File: src/rtl/f2hb_pkg.sv
// shared types, constants and functions of the single-to-half base64 encoder
// no dependencies
package f2hb_pkg;

    localparam int QUEUE_DEPTH = 4;

    localparam logic [7:0] CHAR_PAD     = 8'h3D;
    localparam logic [7:0] CHAR_UPPER_A = 8'h41;
    localparam logic [7:0] CHAR_UPPER_Z = 8'h5A;
    localparam logic [7:0] CHAR_LOWER_A = 8'h61;
    localparam logic [7:0] CHAR_LOWER_Z = 8'h7A;
    localparam logic [7:0] CHAR_DIGIT_0 = 8'h30;
    localparam logic [7:0] CHAR_DIGIT_9 = 8'h39;
    localparam logic [7:0] CHAR_PLUS    = 8'h2B;
    localparam logic [7:0] CHAR_SLASH   = 8'h2F;

    localparam logic [15:0] HALF_INF   = 16'h7C00;
    localparam logic [15:0] HALF_QNAN  = 16'h7E00;

    // one queued piece of work: one or two base64 groups
    typedef struct packed {
        logic [23:0] grp0;       // first group, bytes msb first
        logic [23:0] grp1;       // second group, only when dual
        logic        dual;       // two groups, eight characters
        logic [1:0]  tail_len;   // valid bytes of the final group, 1 to 3
        logic        last;       // final group closes the text
    } t_grp_entry;

    // truncating single to half conversion
    function automatic logic [15:0] single_to_half(input logic [31:0] w);
        logic        sgn;
        logic [7:0]  expo;
        logic [22:0] mant;
        logic [4:0]  sh;
        logic [23:0] full_mant;
        logic [23:0] shifted;
        logic [15:0] res;
        sgn       = w[31];
        expo      = w[30:23];
        mant      = w[22:0];
        sh        = 5'(8'd126 - expo);
        full_mant = {1'b1, mant};
        shifted   = full_mant >> sh;
        if (expo == 8'hFF) begin
            if (mant == 23'd0) begin
                res = HALF_INF;
            end else begin
                res = HALF_QNAN | {6'd0, mant[22:13]};
            end
        end else if (expo == 8'd0) begin
            res = 16'd0;
        end else if (expo >= 8'd143) begin
            res = HALF_INF;
        end else if (expo <= 8'd112) begin
            if (expo < 8'd102) begin
                res = 16'd0;
            end else begin
                res = {6'd0, shifted[9:0]};
            end
        end else begin
            res = {1'b0, 5'(expo - 8'd112), mant[22:13]};
        end
        res[15] = sgn;
        return res;
    endfunction

    // standard base64 alphabet
    function automatic logic [7:0] b64_char(input logic [5:0] v);
        logic [7:0] c;
        if (v < 6'd26) begin
            c = CHAR_UPPER_A + {2'd0, v};
        end else if (v < 6'd52) begin
            c = CHAR_LOWER_A + {2'd0, v} - 8'd26;
        end else if (v < 6'd62) begin
            c = CHAR_DIGIT_0 + {2'd0, v} - 8'd52;
        end else if (v == 6'd62) begin
            c = CHAR_PLUS;
        end else begin
            c = CHAR_SLASH;
        end
        return c;
    endfunction

endpackage

File: src/rtl/f2hb_front.sv
// front part: converts each single word to half, merges it with pending bytes
// and builds base64 group entries; depends on f2hb_pkg
module f2hb_front (
    input  logic                 i_clk,
    input  logic                 i_rst_n,
    input  logic                 i_valid,
    output logic                 o_stall,
    input  logic [31:0]          i_float_bits,
    input  logic                 i_last_value,
    input  logic                 i_q_full,
    output logic                 o_push,
    output f2hb_pkg::t_grp_entry o_entry
);
    import f2hb_pkg::*;

    logic [15:0] r_bytes, n_bytes;
    logic [1:0]  r_cnt, n_cnt;
    logic [15:0] half;
    logic        accept;
    logic        push_need;
    logic [7:0]  p0, p1, hlo, hhi;

    assign half    = single_to_half(i_float_bits);
    assign hlo     = half[7:0];
    assign hhi     = half[15:8];
    assign p0      = r_bytes[7:0];
    assign p1      = r_bytes[15:8];
    assign accept  = i_valid && !i_q_full;
    assign o_stall = i_q_full;
    assign o_push  = accept && push_need;

    always_comb begin
        o_entry   = '0;
        push_need = 1'b1;
        n_bytes   = 16'd0;
        n_cnt     = 2'd0;
        if (r_cnt[1]) begin
            // two waiting bytes: one full group; the byte left over waits, or on the last value ends a second group
            o_entry.grp0 = {p0, p1, hlo};
            if (i_last_value) begin
                o_entry.dual     = 1'b1;
                o_entry.grp1     = {hhi, 16'd0};
                o_entry.tail_len = 2'd1;
                o_entry.last     = 1'b1;
            end else begin
                o_entry.tail_len = 2'd3;
                n_bytes          = {8'd0, hhi};
                n_cnt            = 2'd1;
            end
        end else if (r_cnt[0]) begin
            o_entry.grp0     = {p0, hlo, hhi};
            o_entry.tail_len = 2'd3;
            o_entry.last     = i_last_value;
        end else begin
            o_entry.grp0     = {hlo, hhi, 8'd0};
            o_entry.tail_len = 2'd2;
            o_entry.last     = i_last_value;
            push_need        = i_last_value;
            if (!i_last_value) begin
                n_bytes = half;
                n_cnt   = 2'd2;
            end
        end
    end

    always_ff @(posedge i_clk) begin
        if (!i_rst_n) begin
            r_cnt   <= 2'd0;
            r_bytes <= 16'd0;
        end else if (accept) begin
            r_cnt   <= n_cnt;
            r_bytes <= n_bytes;
        end
    end

endmodule

File: src/rtl/f2hb_queue.sv
// short queue of group entries between front and back parts
// depends on f2hb_pkg
module f2hb_queue #(
    parameter int DEPTH = f2hb_pkg::QUEUE_DEPTH
) (
    input  logic                 i_clk,
    input  logic                 i_rst_n,
    input  logic                 i_push,
    input  f2hb_pkg::t_grp_entry i_entry,
    output logic                 o_full,
    input  logic                 i_pop,
    output logic                 o_empty,
    output f2hb_pkg::t_grp_entry o_head
);
    import f2hb_pkg::*;

    localparam int PW = (DEPTH > 1) ? $clog2(DEPTH) : 1;
    localparam int CW = $clog2(DEPTH + 1);

    t_grp_entry    r_mem [DEPTH];
    logic [PW-1:0] r_wr_ptr, r_rd_ptr;
    logic [CW-1:0] r_count;
    logic          do_push, do_pop;

    assign o_full  = (r_count == CW'(DEPTH));
    assign o_empty = (r_count == '0);
    assign do_push = i_push && !o_full;
    assign do_pop  = i_pop && !o_empty;
    assign o_head  = r_mem[r_rd_ptr];

    always_ff @(posedge i_clk) begin
        if (do_push) begin
            r_mem[r_wr_ptr] <= i_entry;
        end
    end

    always_ff @(posedge i_clk) begin
        if (!i_rst_n) begin
            r_wr_ptr <= '0;
            r_rd_ptr <= '0;
            r_count  <= '0;
        end else begin
            if (do_push) begin
                r_wr_ptr <= (r_wr_ptr == PW'(DEPTH - 1)) ? '0 : r_wr_ptr + 1'b1;
            end
            if (do_pop) begin
                r_rd_ptr <= (r_rd_ptr == PW'(DEPTH - 1)) ? '0 : r_rd_ptr + 1'b1;
            end
            if (do_push && !do_pop) begin
                r_count <= r_count + 1'b1;
            end else if (do_pop && !do_push) begin
                r_count <= r_count - 1'b1;
            end
        end
    end

endmodule

File: src/rtl/f2hb_back.sv
// back part: walks the queued groups and sends one base64 character a cycle while the receiver does not stall
// depends on f2hb_pkg
module f2hb_back (
    input  logic                 i_clk,
    input  logic                 i_rst_n,
    input  logic                 i_q_empty,
    input  f2hb_pkg::t_grp_entry i_head,
    output logic                 o_pop,
    output logic                 o_valid,
    input  logic                 i_stall,
    output logic [7:0]           o_text_char,
    output logic                 o_end_of_text
);
    import f2hb_pkg::*;

    logic [2:0]  r_idx, n_idx;
    logic        r_valid;
    logic [7:0]  r_char, n_char;
    logic        r_end, n_end;
    logic        load, fire, final_char, final_grp, pad;
    logic [23:0] grp;
    logic [5:0]  sextet;

    assign load       = !r_valid || !i_stall;
    assign fire       = load && !i_q_empty;
    assign final_char = i_head.dual ? (r_idx == 3'd7) : (r_idx == 3'd3);
    assign final_grp  = !i_head.dual || r_idx[2];
    assign grp        = r_idx[2] ? i_head.grp1 : i_head.grp0;
    assign o_pop      = fire && final_char;

    always_comb begin
        case (r_idx[1:0])
            2'd0:    sextet = grp[23:18];
            2'd1:    sextet = grp[17:12];
            2'd2:    sextet = grp[11:6];
            default: sextet = grp[5:0];
        endcase
        pad = final_grp && (((r_idx[1:0] == 2'd2) && (i_head.tail_len < 2'd2)) ||
                            ((r_idx[1:0] == 2'd3) && (i_head.tail_len < 2'd3)));
        n_char = pad ? CHAR_PAD : b64_char(sextet);
        n_end  = final_char && i_head.last;
        n_idx  = final_char ? 3'd0 : r_idx + 3'd1;
    end

    always_ff @(posedge i_clk) begin
        if (!i_rst_n) begin
            r_valid <= 1'b0;
            r_idx   <= 3'd0;
        end else if (fire) begin
            r_valid <= 1'b1;
            r_idx   <= n_idx;
        end else if (load) begin
            r_valid <= 1'b0;
        end
    end

    always_ff @(posedge i_clk) begin
        if (fire) begin
            r_char <= n_char;
            r_end  <= n_end;
        end
    end

    assign o_valid       = r_valid;
    assign o_text_char   = r_char;
    assign o_end_of_text = r_end;

endmodule

File: src/rtl/float32_to_half_base64_encoder.sv
// top level of the single-to-half base64 encoder
// instantiates f2hb_front, f2hb_queue and f2hb_back; depends on f2hb_pkg
//
// Each request on the input carries one IEEE single-precision bit pattern. It
// is cut down to half precision (mantissa truncated, infinity kept, NaN kept
// as a quiet NaN with its top ten payload bits, single subnormals to signed
// zero, overflow to infinity, tiny values to half subnormals or zero), its two
// bytes go low byte first into a byte stream, and the stream leaves as base64
// text, one character per output request. A request with last_value set
// closes the text: waiting bytes are flushed with '=' padding and
// end_of_text marks the final character. A request yields 0, 4 or 8
// characters, 8/3 on average. The front part takes one request per cycle as
// long as the group queue (QUEUE_DEPTH entries) has room; the back part sends
// one character per cycle while the receiver does not stall, so the
// sustained rate is set by that single character lane. A character
// passes through the group queue and the output register of the back
// part on its way out. No clearing pass after reset.
module float32_to_half_base64_encoder #(
    parameter int QUEUE_DEPTH = f2hb_pkg::QUEUE_DEPTH
) (
    input  logic        i_clk,
    input  logic        i_rst_n,
    input  logic        i_valid,
    output logic        o_stall,
    input  logic [31:0] i_float_bits,
    input  logic        i_last_value,
    output logic        o_valid,
    input  logic        i_stall,
    output logic [7:0]  o_text_char,
    output logic        o_end_of_text
);
    import f2hb_pkg::*;

    // front to queue
    logic       q_push;
    t_grp_entry q_in;
    logic       q_full;
    // queue to back
    logic       q_pop;
    logic       q_empty;
    t_grp_entry q_head;

    // conversion, pending bytes and group building
    f2hb_front u_front (
        .i_clk        (i_clk),
        .i_rst_n      (i_rst_n),
        .i_valid      (i_valid),
        .o_stall      (o_stall),
        .i_float_bits (i_float_bits),
        .i_last_value (i_last_value),
        .i_q_full     (q_full),
        .o_push       (q_push),
        .o_entry      (q_in)
    );

    // decouples request intake from character output
    f2hb_queue #(
        .DEPTH (QUEUE_DEPTH)
    ) u_queue (
        .i_clk   (i_clk),
        .i_rst_n (i_rst_n),
        .i_push  (q_push),
        .i_entry (q_in),
        .o_full  (q_full),
        .i_pop   (q_pop),
        .o_empty (q_empty),
        .o_head  (q_head)
    );

    // character lane with registered output
    f2hb_back u_back (
        .i_clk         (i_clk),
        .i_rst_n       (i_rst_n),
        .i_q_empty     (q_empty),
        .i_head        (q_head),
        .o_pop         (q_pop),
        .o_valid       (o_valid),
        .i_stall       (i_stall),
        .o_text_char   (o_text_char),
        .o_end_of_text (o_end_of_text)
    );

endmodule

File: config.mk
export PLATFORM = sky130hd
export DESIGN_NAME = float32_to_half_base64_encoder
export DESIGN_NICKNAME = d
export VERILOG_FILES = /design/src/rtl/f2hb_pkg.sv /design/src/rtl/f2hb_front.sv /design/src/rtl/f2hb_queue.sv /design/src/rtl/f2hb_back.sv /design/src/rtl/float32_to_half_base64_encoder.sv
export SDC_FILE = /design/constraint.sdc
export NUM_CORES = 1
export LEC_CHECK = 0
export BUFFER_PORTS_ARGS = -buffer_cell sky130_fd_sc_hd__clkbuf_2
export CORE_AREA = 3 3 150 152
export CTS_CLUSTER_DIAMETER = 80
export DETAILED_ROUTE_END_ITERATION = 12
export DIE_AREA = 0 0 153 155
export GPL_ROUTABILITY_DRIVEN = 0
export PLACE_DENSITY = 0.67
export SETUP_SLACK_MARGIN = 0.5
export SYNTH_ARGS = -nofsm -noshare
export SYNTH_HDL_FRONTEND = slang
export SYNTH_SLANG_ARGS = --single-unit
File: constraint.sdc
create_clock -name i_clk -period 5.49 [get_ports i_clk]
set_input_delay 0.8235 -clock i_clk [delete_from_list [all_inputs] [get_ports i_clk]]
set_output_delay 0.8235 -clock i_clk [all_outputs]
set_load 0.02 [all_outputs]
**Yosys cells after proc, flatten, opt, wreduce, memory -nomap -nowiden**

Memory sizes are Yosys's and may differ from the RTL's. A register that Yosys moved wholly into a read port is not among the register bits.
Cells that the tools add are included.

- Logic and storage cells: 111
- Flip-flop bits (word level): 38
- Bits of input ports: 37
- Memory bits (read-only): 0
- Latch bits: 0
- RAM bits: 208
- Memories kept: 1

- Shift-type cells: 1
- Eq/ne operators: 10
- Div/mod/pow operators: 0
- Add/sub/neg operators: 12
- Reductions and logical operators: 28
- Bitwise logic cells: 0
- $lt $le $gt $ge: 8
- $mul: 0
- Multiplexer cells: 42

Memories:

| memory | depth | bits a word | read ports | clocked after Yosys merged registers in | wr ports | line | text |
|---|---|---|---|---|---|---|---|
| u_queue.r_mem | 4 | 52 | 1 | 1 | 1 | f2hb_queue.sv:20 | `t_grp_entry r_mem [DEPTH];` |

Operators by type and width:

| cell | number |
|---|---|
| $mux 24 | 3 |
| $mux 15 | 4 |
| $mux 25 | 2 |
| $mux 16 | 3 |
| $mux 8 | 4 |
| $shr 24x5->10 | 1 |
| $logic_not 23->1 | 1 |
| $mux 10 | 2 |
| $mux 2 | 9 |
| $pmux 6 s3 | 1 |
| $add 7x6->8 const A | 2 |
| $mux 3 | 5 |
| $logic_and 1x1->1 | 12 |
| $lt 6x6->1 const B | 2 |
| $mux 1 | 9 |
| $eq 2x2->1 const B | 4 |
| $eq 8x8->1 const B | 1 |
| $ge 8x8->1 const B | 1 |
| $le 8x7->1 const B | 1 |
| $logic_not 8->1 | 1 |
| $lt 8x7->1 const B | 1 |
| $sub 8x5->8 const B | 1 |
| $sub 8x6->8 const B | 1 |
| $add 6x6->7 const A | 1 |
| other kinds (16) | 29 |

**Depth between registers and ports, before layout**

Gate-level depths: netlist of run 1.

- Word-level depth: 10
- Depth in mapped cells: 15

**By module**

A second synthesis of run 1 with hierarchy kept.

- Cell total of the unflattened synthesis: 855
- Area total of the unflattened synthesis: 12228.0 µm²

Modules (own cells, without submodules):

| module | times used | cells an instance | area each (µm²) |
|---|---|---|---|
| f2hb_queue | 1 | 323 | 8045.2 |
| f2hb_front | 1 | 380 | 2836.5 |
| f2hb_back | 1 | 152 | 1346.3 |

**Worst setup path after synthesis of run 1**

No wires, ideal clock.

- Kind: input -> register
- Start point: in i_float_bits[23]
- End point: mem u_queue.r_mem[0][49] (netlist bit) (data pin)
- Stages: 11
- Arrival: 3822 ps
- Setup slack: 1401 ps
- Path through: buf_2 -> clkbuf_1 -> inv_1 -> ha_1 -> clkbuf_1 -> clkbuf_1 -> mux4_2 -> mux4_2 -> o2bb2ai_1 -> a22o_1 -> mux2_2

RTL lines:

| item | line | text |
|---|---|---|
| from (decl) | float32_to_half_base64_encoder.sv:25 | `input logic [31:0] i_float_bits,` |
| to (decl) | f2hb_queue.sv:20 |  |

==> impl_metrics.env, run 1 <==
export IMPL_grt_ovfl_total=0
export IMPL_synth_top_area_share_pct=47.48
export IMPL_grt_max_degree=37
export IMPL_setup_slack_ns=1.620
export IMPL_fin_crit_sh_pct=70.49
export IMPL_ir_drop_mv=0.2321
export IMPL_cts_tree="done"
export IMPL_worst_pin_slew_ns=1.107
export IMPL_antenna_found_initial=0
export IMPL_rsz0062_at_grt="no"
export IMPL_die_width_um=153
export IMPL_syn_area_um2=9676
export IMPL_ios=48
export IMPL_setup_viol=0
export IMPL_drc=0
export IMPL_fin_skew_ns=0.01428
export IMPL_path_cells="mux4_1 > a2bb2oi_1 > a22o_1 > nor2_2 > inv_2 > ha_1 > nand2_1 > nor3b_4 > mux2_4 > o221ai_2"
export IMPL_synth_cell_types=87
export IMPL_place_ws_ns=1.356
export IMPL_io_buffers=47
export IMPL_core_um2=21150
export IMPL_cp_start_kind="flip-flop"
export IMPL_setup_tns_ns=0
export IMPL_use_met2_pct=29.86
export IMPL_grt_use_met3_pct=3.561
export IMPL_max_freq_mhz=258.4
export IMPL_hold_path_class="reg -> reg"
export IMPL_critPathCaptureType="flip-flop"
export IMPL_yosys_area_top_type="edfxtp_1"
export IMPL_async_flop_share_pct=0
export IMPL_grtUsageTotal_pct=18.38
export IMPL_reg2reg_to="u_back.o_text_char[4]"
export IMPL_r2r_slack_ns=1.62
export IMPL_worstHoldStart="u_back.o_valid"
export IMPL_grt_pass1_vias=6117
export IMPL_synth_most_common_cell="edfxtp_1"
export IMPL_busiest_layer="met2"
export IMPL_dieHeight_um=155
export IMPL_drt_iter0_drc=570
export IMPL_route_vias_total=6121
export IMPL_p_leak_nw=3.601
export IMPL_clk_latency_ns=0.43
export IMPL_die_area_um2=23720
export IMPL_crit_arrival_ns=4.15
export IMPL_powerDensity_nw_per_um2=362.3
export IMPL_synth_top_cells_by_area="edfxtp_1 47%, mux4_2 9.3%, dfxtp_1 6.4%, mux2i_1 3.2%, ha_1 3.1%"
export IMPL_postSynthCellCount=694
export IMPL_hold_viol_final=0
export IMPL_postRouteAntennaNets=0
export IMPL_cts_resized=0
export IMPL_report_final_slew_viol_count=0
export IMPL_fp_row_count=53
export IMPL_dp_hpwl_mm=14.91
export IMPL_r2r_cells=10
export IMPL_ys_seq_elements=184
export IMPL_cts_num_sinks=184
export IMPL_post_route_min_period_ns=3.870
export IMPL_h_tree_depth=4
export IMPL_met1_usage_pct=24.93
export IMPL_area_growth_syn_to_layout_pct=9.647
export IMPL_grt_pass1_wl_mm=34.31
export IMPL_synth_main_ff_cell="edfxtp_1"
export IMPL_nNetsFinal=793
export IMPL_critPathMaxStageDelay_ns=0.92
export IMPL_path_clk_slew_ns=0.08
export IMPL_n_antenna_cell=0
export IMPL_vias_per_cell=6.007
export IMPL_setup_worst_path_class="reg -> reg"
export IMPL_ys_top_cells_by_count="153 x edfxtp_1, 44 x nand2_1, 43 x nor2_1, 40 x mux4_2"
export IMPL_min_to="u_back.o_valid"
export IMPL_cts_hold_buffers=0
export IMPL_drive_above_1_share_pct=24.60
export IMPL_path_max_fanout=29
export IMPL_required_ns=5.77
export IMPL_syn_area_per_cell_um2=13.94
export IMPL_cts_root_buf="clkbuf_16"
export IMPL_first_pass_iters=6
export IMPL_drt_wirelength_per_cell_um=20.82
export IMPL_min_path_cells=2
export IMPL_slew_headroom_pct=26.04
export IMPL_drt_wl_total_mm=21.22
export IMPL_initial_core_util_pct=45.74
export IMPL_cap_violations=0
export IMPL_cp_slowest_cell="dfxtp_2"
export IMPL_status="completed"
export IMPL_synth_edff_count=153
export IMPL_seq_area_frac_synth_pct=53.90
export IMPL_cts_made_buffers=17
export IMPL_yosysWarningCount=0
export IMPL_cts_path_max_buffers=2
export IMPL_post_cts_buffers=0
export IMPL_syn_num_nets=756
==> placed cells by master, fill, tap and decap left out, types with 6 or more instances in the layout <==
cell	count
mux4_1	7
a222oi_1	6
clkbuf_2	47
nand3_1	13
nor2b_1	10
buf_4	12
o21ai_0	21
mux4_2	40
mux2_2	15
nor2_1	43
a22o_1	12
and2_1	11
a21oi_1	23
inv_1	19
o21ai_1	10
edfxtp_1	153
clkbuf_16	19
a211oi_1	9
ha_1	24
o22ai_1	6
xnor2_1	7
mux2i_1	31
nand2_1	44
dfxtp_1	29
a22oi_1	11
nor3_1	11
==> worst max-delay path, delay by kind of cell (launching register included) <==
family	cells	cell delay [ns]
adders and majority gates	1	0.24
DFF	1	0.92
buffers and inverters	1	0.07
muxes	2	0.99
AOI/OAI and AO/OA	3	0.60
and+or+nand+nor	3	0.89
==> where the power goes <==
group / internal [W] / total (W) / leakage (nW) / switching (W)
combinational: 0.000392 / 0.000982 / 1.65 / 0.000590
sequential: 0.00164 / 0.00168 / 1.67 / 0.0000401
clock: 0.000646 / 0.00118 / 0.285 / 0.000532
==> cell type report <==
class                      instances  area, um2
tap                              275      344.1
fill                            1742      10550
timing repair buffer              59      325.3
clock inverter                    12      103.9
inverter                          24      90.09
clock buffer                      20      479.2
sequential                       184       5218
multi-input combinational        445       4049
==> state kept, by name, summed over array words and instances, names as in the netlist, named ones only <==
name and count:
u_back.o_valid 1, u_queue.r_count 3, u_back.o_text_char 8, u_queue.r_wr_ptr 2, u_queue.r_rd_ptr 2, u_back.o_end_of_text 1, u_queue.r_mem 144, u_back.r_idx 3
u_front.r_cnt 2, u_front.r_bytes 16
==> routing by layer <==
metal | vias to the layer above | part of all wire (%)
li1 | 2824 | -
met1 | 3045 | 43
met2 | 217 | 48
met3 | 35 | 6.0
met4 | 0 | 2.7
met5 | - | 0
==> through the flow <==
| stage | instance area (um2) | hold WS (ns) | utilization (%) | power (W) | cells |
|---|---|---|---|---|---|
| global placement | 10030 | 0.4514 | 47.39 | 0.002660 | 987 |
| global route | 10610 | 0.5043 | 50.15 | 0.004032 | 1019 |
| finish | 10610 | 0.4899 | 50.15 | 0.003843 | 1019 |
| CTS | 10610 | 0.4915 | 50.15 | 0.003864 | 1019 |
| floorplan | 9676 | 0.4590 | - | 0.002448 | 694 |
| detailed placement | 10030 | 0.4774 | 47.39 | 0.002696 | 987 |
==> worst max path at each step <==
stage / to / slack, ns / depth (start not counted)
after detailed placement: u_queue.r_mem[2][39] / 1.36 / 10
after CTS: u_back.o_text_char[4] / 1.56 / 10
after global routing: u_back.o_text_char[5] / 1.35 / 10
after floorplan: u_queue.r_mem[0][49] / 1.40 / 11
final: u_back.o_text_char[4] / 1.62 / 10
after global placement: u_queue.r_mem[0][39] / 1.48 / 10
==> logic make-up (layout without fill, tap and decap cells) <==
kind of cell               after synthesis  after routing  share of synthesized area (%)
AOI/OAI and AO/OA                      147            147                          12.10
xor gates and xnor gates                12             12                          1.086
adders and majority gates               25             25                          3.311
buffers and inverters                   65            115                          4.345
DFF                                    184            184                          53.90
muxes                                   95             95                          16.44
and+or+nand+nor                        166            166                          8.819
Power figures use the tool's default switching activity.
==> inputs of run 2 (changes only) <==
==> constraint.sdc (replaced) <==
create_clock -name i_clk -period 3.65 [get_ports i_clk]
set_input_delay 0.5475 -clock i_clk [delete_from_list [all_inputs] [get_ports i_clk]]
set_output_delay 0.5475 -clock i_clk [all_outputs]
set_load 0.02 [all_outputs]
==> run 2 against run 1 <==
Against the previous run:
- setup slack lost 1.0 ns
- fmax is 26% higher
- critical path depth increased by 2
- register-to-register slack worse by 1.0 ns
- core utilization up 2.5 points
- largest power group unchanged
==> impl_metrics.env, run 2 (synthesized netlist as in run 1, its figures left out) <==
export IMPL_p_int_w=0.004111
export IMPL_initial_core_util_pct=45.74
export IMPL_dp_hpwl_mm=15.39
export IMPL_drt_wirelength_per_cell_um=21.12
export IMPL_core_um2=21150
export IMPL_setup_worst_path_class="reg -> reg"
export IMPL_path_buf_inv=4
export IMPL_area_growth_syn_to_layout_pct=15.08
export IMPL_cp_slowest_cell="mux4_2"
export IMPL_largest_reg_flops=144
export IMPL_grt_pass1_wl_mm=35.13
export IMPL_grtUsageTotal_pct=18.90
export IMPL_fillCellCount=1688
export IMPL_instances_no_fill=1058
export IMPL_first_pass_iters=5
export IMPL_critPathCaptureType="flip-flop"
export IMPL_fin_util_pct=52.64
export IMPL_die_area_um2=23720
export IMPL_io_buffers=47
export IMPL_p_leak_nw=3.860
export IMPL_critPathMaxStageDelay_ns=0.52
export IMPL_n_antenna_cell=0
export IMPL_final_common_cell="edfxtp_1"
export IMPL_cp_depth=12
export IMPL_report_final_slew_viol_count=0
export IMPL_cts_tree="done"
export IMPL_cp_start_kind="flip-flop"
export IMPL_p_sw_share_pct=31.84
export IMPL_ir_drop_mv=0.3649
export IMPL_postRouteAntennaNets=0
export IMPL_required_ns=3.83
export IMPL_path_cells="buf_6 > buf_8 > mux4_2 > a22oi_2 > o22ai_4 > inv_2 > ha_1 > and3_4 > nor3b_4 > buf_6 > a2111oi_4 > a211oi_2"
export IMPL_drt_iter0_drc=522
export IMPL_cts_num_sinks=184
export IMPL_grt_max_degree=37
export IMPL_antenna_found_initial=0
export IMPL_post_route_min_period_ns=3.071
export IMPL_vias_per_cell=6.032
export IMPL_cts_path_max_buffers=2
export IMPL_r2r_cells=12
export IMPL_final_cell_mix="153 x edfxtp_1, 47 x clkbuf_2, 44 x nand2_1"
export IMPL_powerDensity_nw_per_um2=541.7
export IMPL_placed_cells=1012
export IMPL_die_width_um=153
export IMPL_path_max_fanout=9
export IMPL_hold_viol_final=0
export IMPL_worst_pin_slew_ns=0.9069
export IMPL_hold_path_class="in -> reg"
export IMPL_place_ws_ns=0.2318
export IMPL_cts_root_buf="clkbuf_16"
export IMPL_clk_latency_ns=0.44
export IMPL_fin_skew_ns=0.008993
export IMPL_drive_above_1_share_pct=30.40
export IMPL_cap_violations=0
export IMPL_max_freq_mhz=325.6
export IMPL_timing_critical_path_mode_cell="buf_6"
export IMPL_setup_tns_ns=0
export IMPL_switchingPower_w=0.001920
export IMPL_combPwrFrac_pct=28.1
export IMPL_drt_wl_total_mm=22.35
export IMPL_fin_crit_sh_pct=84.14
export IMPL_fp_row_count=53
export IMPL_min_path_cells=2
export IMPL_pwr_share_clk_pct=30.1
export IMPL_h_tree_depth=4
export IMPL_rsz0062_at_grt="yes"
export IMPL_ios=48
export IMPL_setup_slack_ns=0.5789
export IMPL_path_delay_family="compound AO/OA/AOI/OAI gates"
export IMPL_crit_arrival_ns=3.25
export IMPL_drc=0
export IMPL_grt_ovfl_total=0
export IMPL_dieHeight_um=155
export IMPL_grt_pass1_vias=6358
export IMPL_cts_hold_buffers=0
export IMPL_seqPwrFrac_pct=41.8
export IMPL_regMostFlops="u_queue.r_mem"
export IMPL_path_clk_slew_ns=0.08
export IMPL_setup_viol=0
export IMPL_route_vias_total=6382
export IMPL_cts_made_buffers=17
export IMPL_total_power_w=0.006031
export IMPL_slew_headroom_pct=39.17
export IMPL_nNetsFinal=832
export IMPL_status="completed"
[run 2: cell count changes in the layout (fill, tap and decap cells not counted), sizes merged]
cell      before  now
buf           12   50
bufbuf         0    1
clkbuf        67   64
clkinv         6    5
clkinvlp       1    0
inv           29   34
[run 2: worst register-to-register path, cell delays in order, from the launching register on]
cell and delay [ns]:
dfxtp_4 0.42, buf_6 0.17, buf_8 0.18, mux4_2 0.52, a22oi_2 0.27, o22ai_4 0.15
inv_2 0.12, ha_1 0.18, and3_4 0.20, nor3b_4 0.06, buf_6 0.15, a2111oi_4 0.31
a211oi_2 0.09
[run 2: per-stage QoR]
stage,area (um2),hold slack (ns)
5_1_grt,11130,0.3399
3_3_place_gp,10250,0.4573
6_report,11130,0.3467
4_1_cts,10950,0.3370
2_1_floorplan,9711,0.4590
3_5_place_dp,10250,0.4644
[run 2: final cells by class]
type | count | area, um2 | share of cell area, %
sequential | 184 | 5224 | 46.92
multi-input combinational | 445 | 4164 | 37.40
timing repair buffer | 98 | 720.7 | 6.473
clock buffer | 17 | 425.4 | 3.821
tap | 275 | 344.1 | 3.090
clock inverter | 15 | 166.4 | 1.495
inverter | 24 | 90.09 | 0.8091
[run 2: final timing paths]
check                 startpoint               endpoint  slack (ns)
hold / removal           i_rst_n     u_front.r_bytes[2]        0.35
hold reg to reg   u_back.o_valid         u_back.o_valid        0.47
setup reg to reg       flip-flop  u_back.o_text_char[5]        0.58
setup / recovery       flip-flop  u_back.o_text_char[5]        0.58
[run 2: power by group through the flow]
| stage | Sequential, W | Combinational, W | Clock (W) |
|---|---|---|---|
| floorplan | 0.00262 | 0.00107 | 0 |
| global placement | 0.00256 | 0.00149 | 0 |
| detailed placement | 0.00257 | 0.00155 | 0 |
| CTS | 0.00252 | 0.00158 | 0.00184 |
| global route | 0.00254 | 0.00183 | 0.00194 |
| finish | 0.00252 | 0.00169 | 0.00182 |
[run 2: layer usage]
layer / global-route usage [%] / vias to the layer above / share of wire [%]
li1: - / 2906 / -
met4: 4.582 / 0 / 1.3
met3: 3.533 / 28 / 5.4
met5: 0 / - / 0
met1: 24.68 / 3218 / 42
met2: 32.98 / 230 / 52
[run 2: repair_timing]
action,4_1_cts,5_1_grt
pin swaps,0,3
cloned,1,0
buffers inserted,4,9
resized for setup,6,24
endpoints found under the setup margin,9,12
endpoints found under the hold margin,0,0
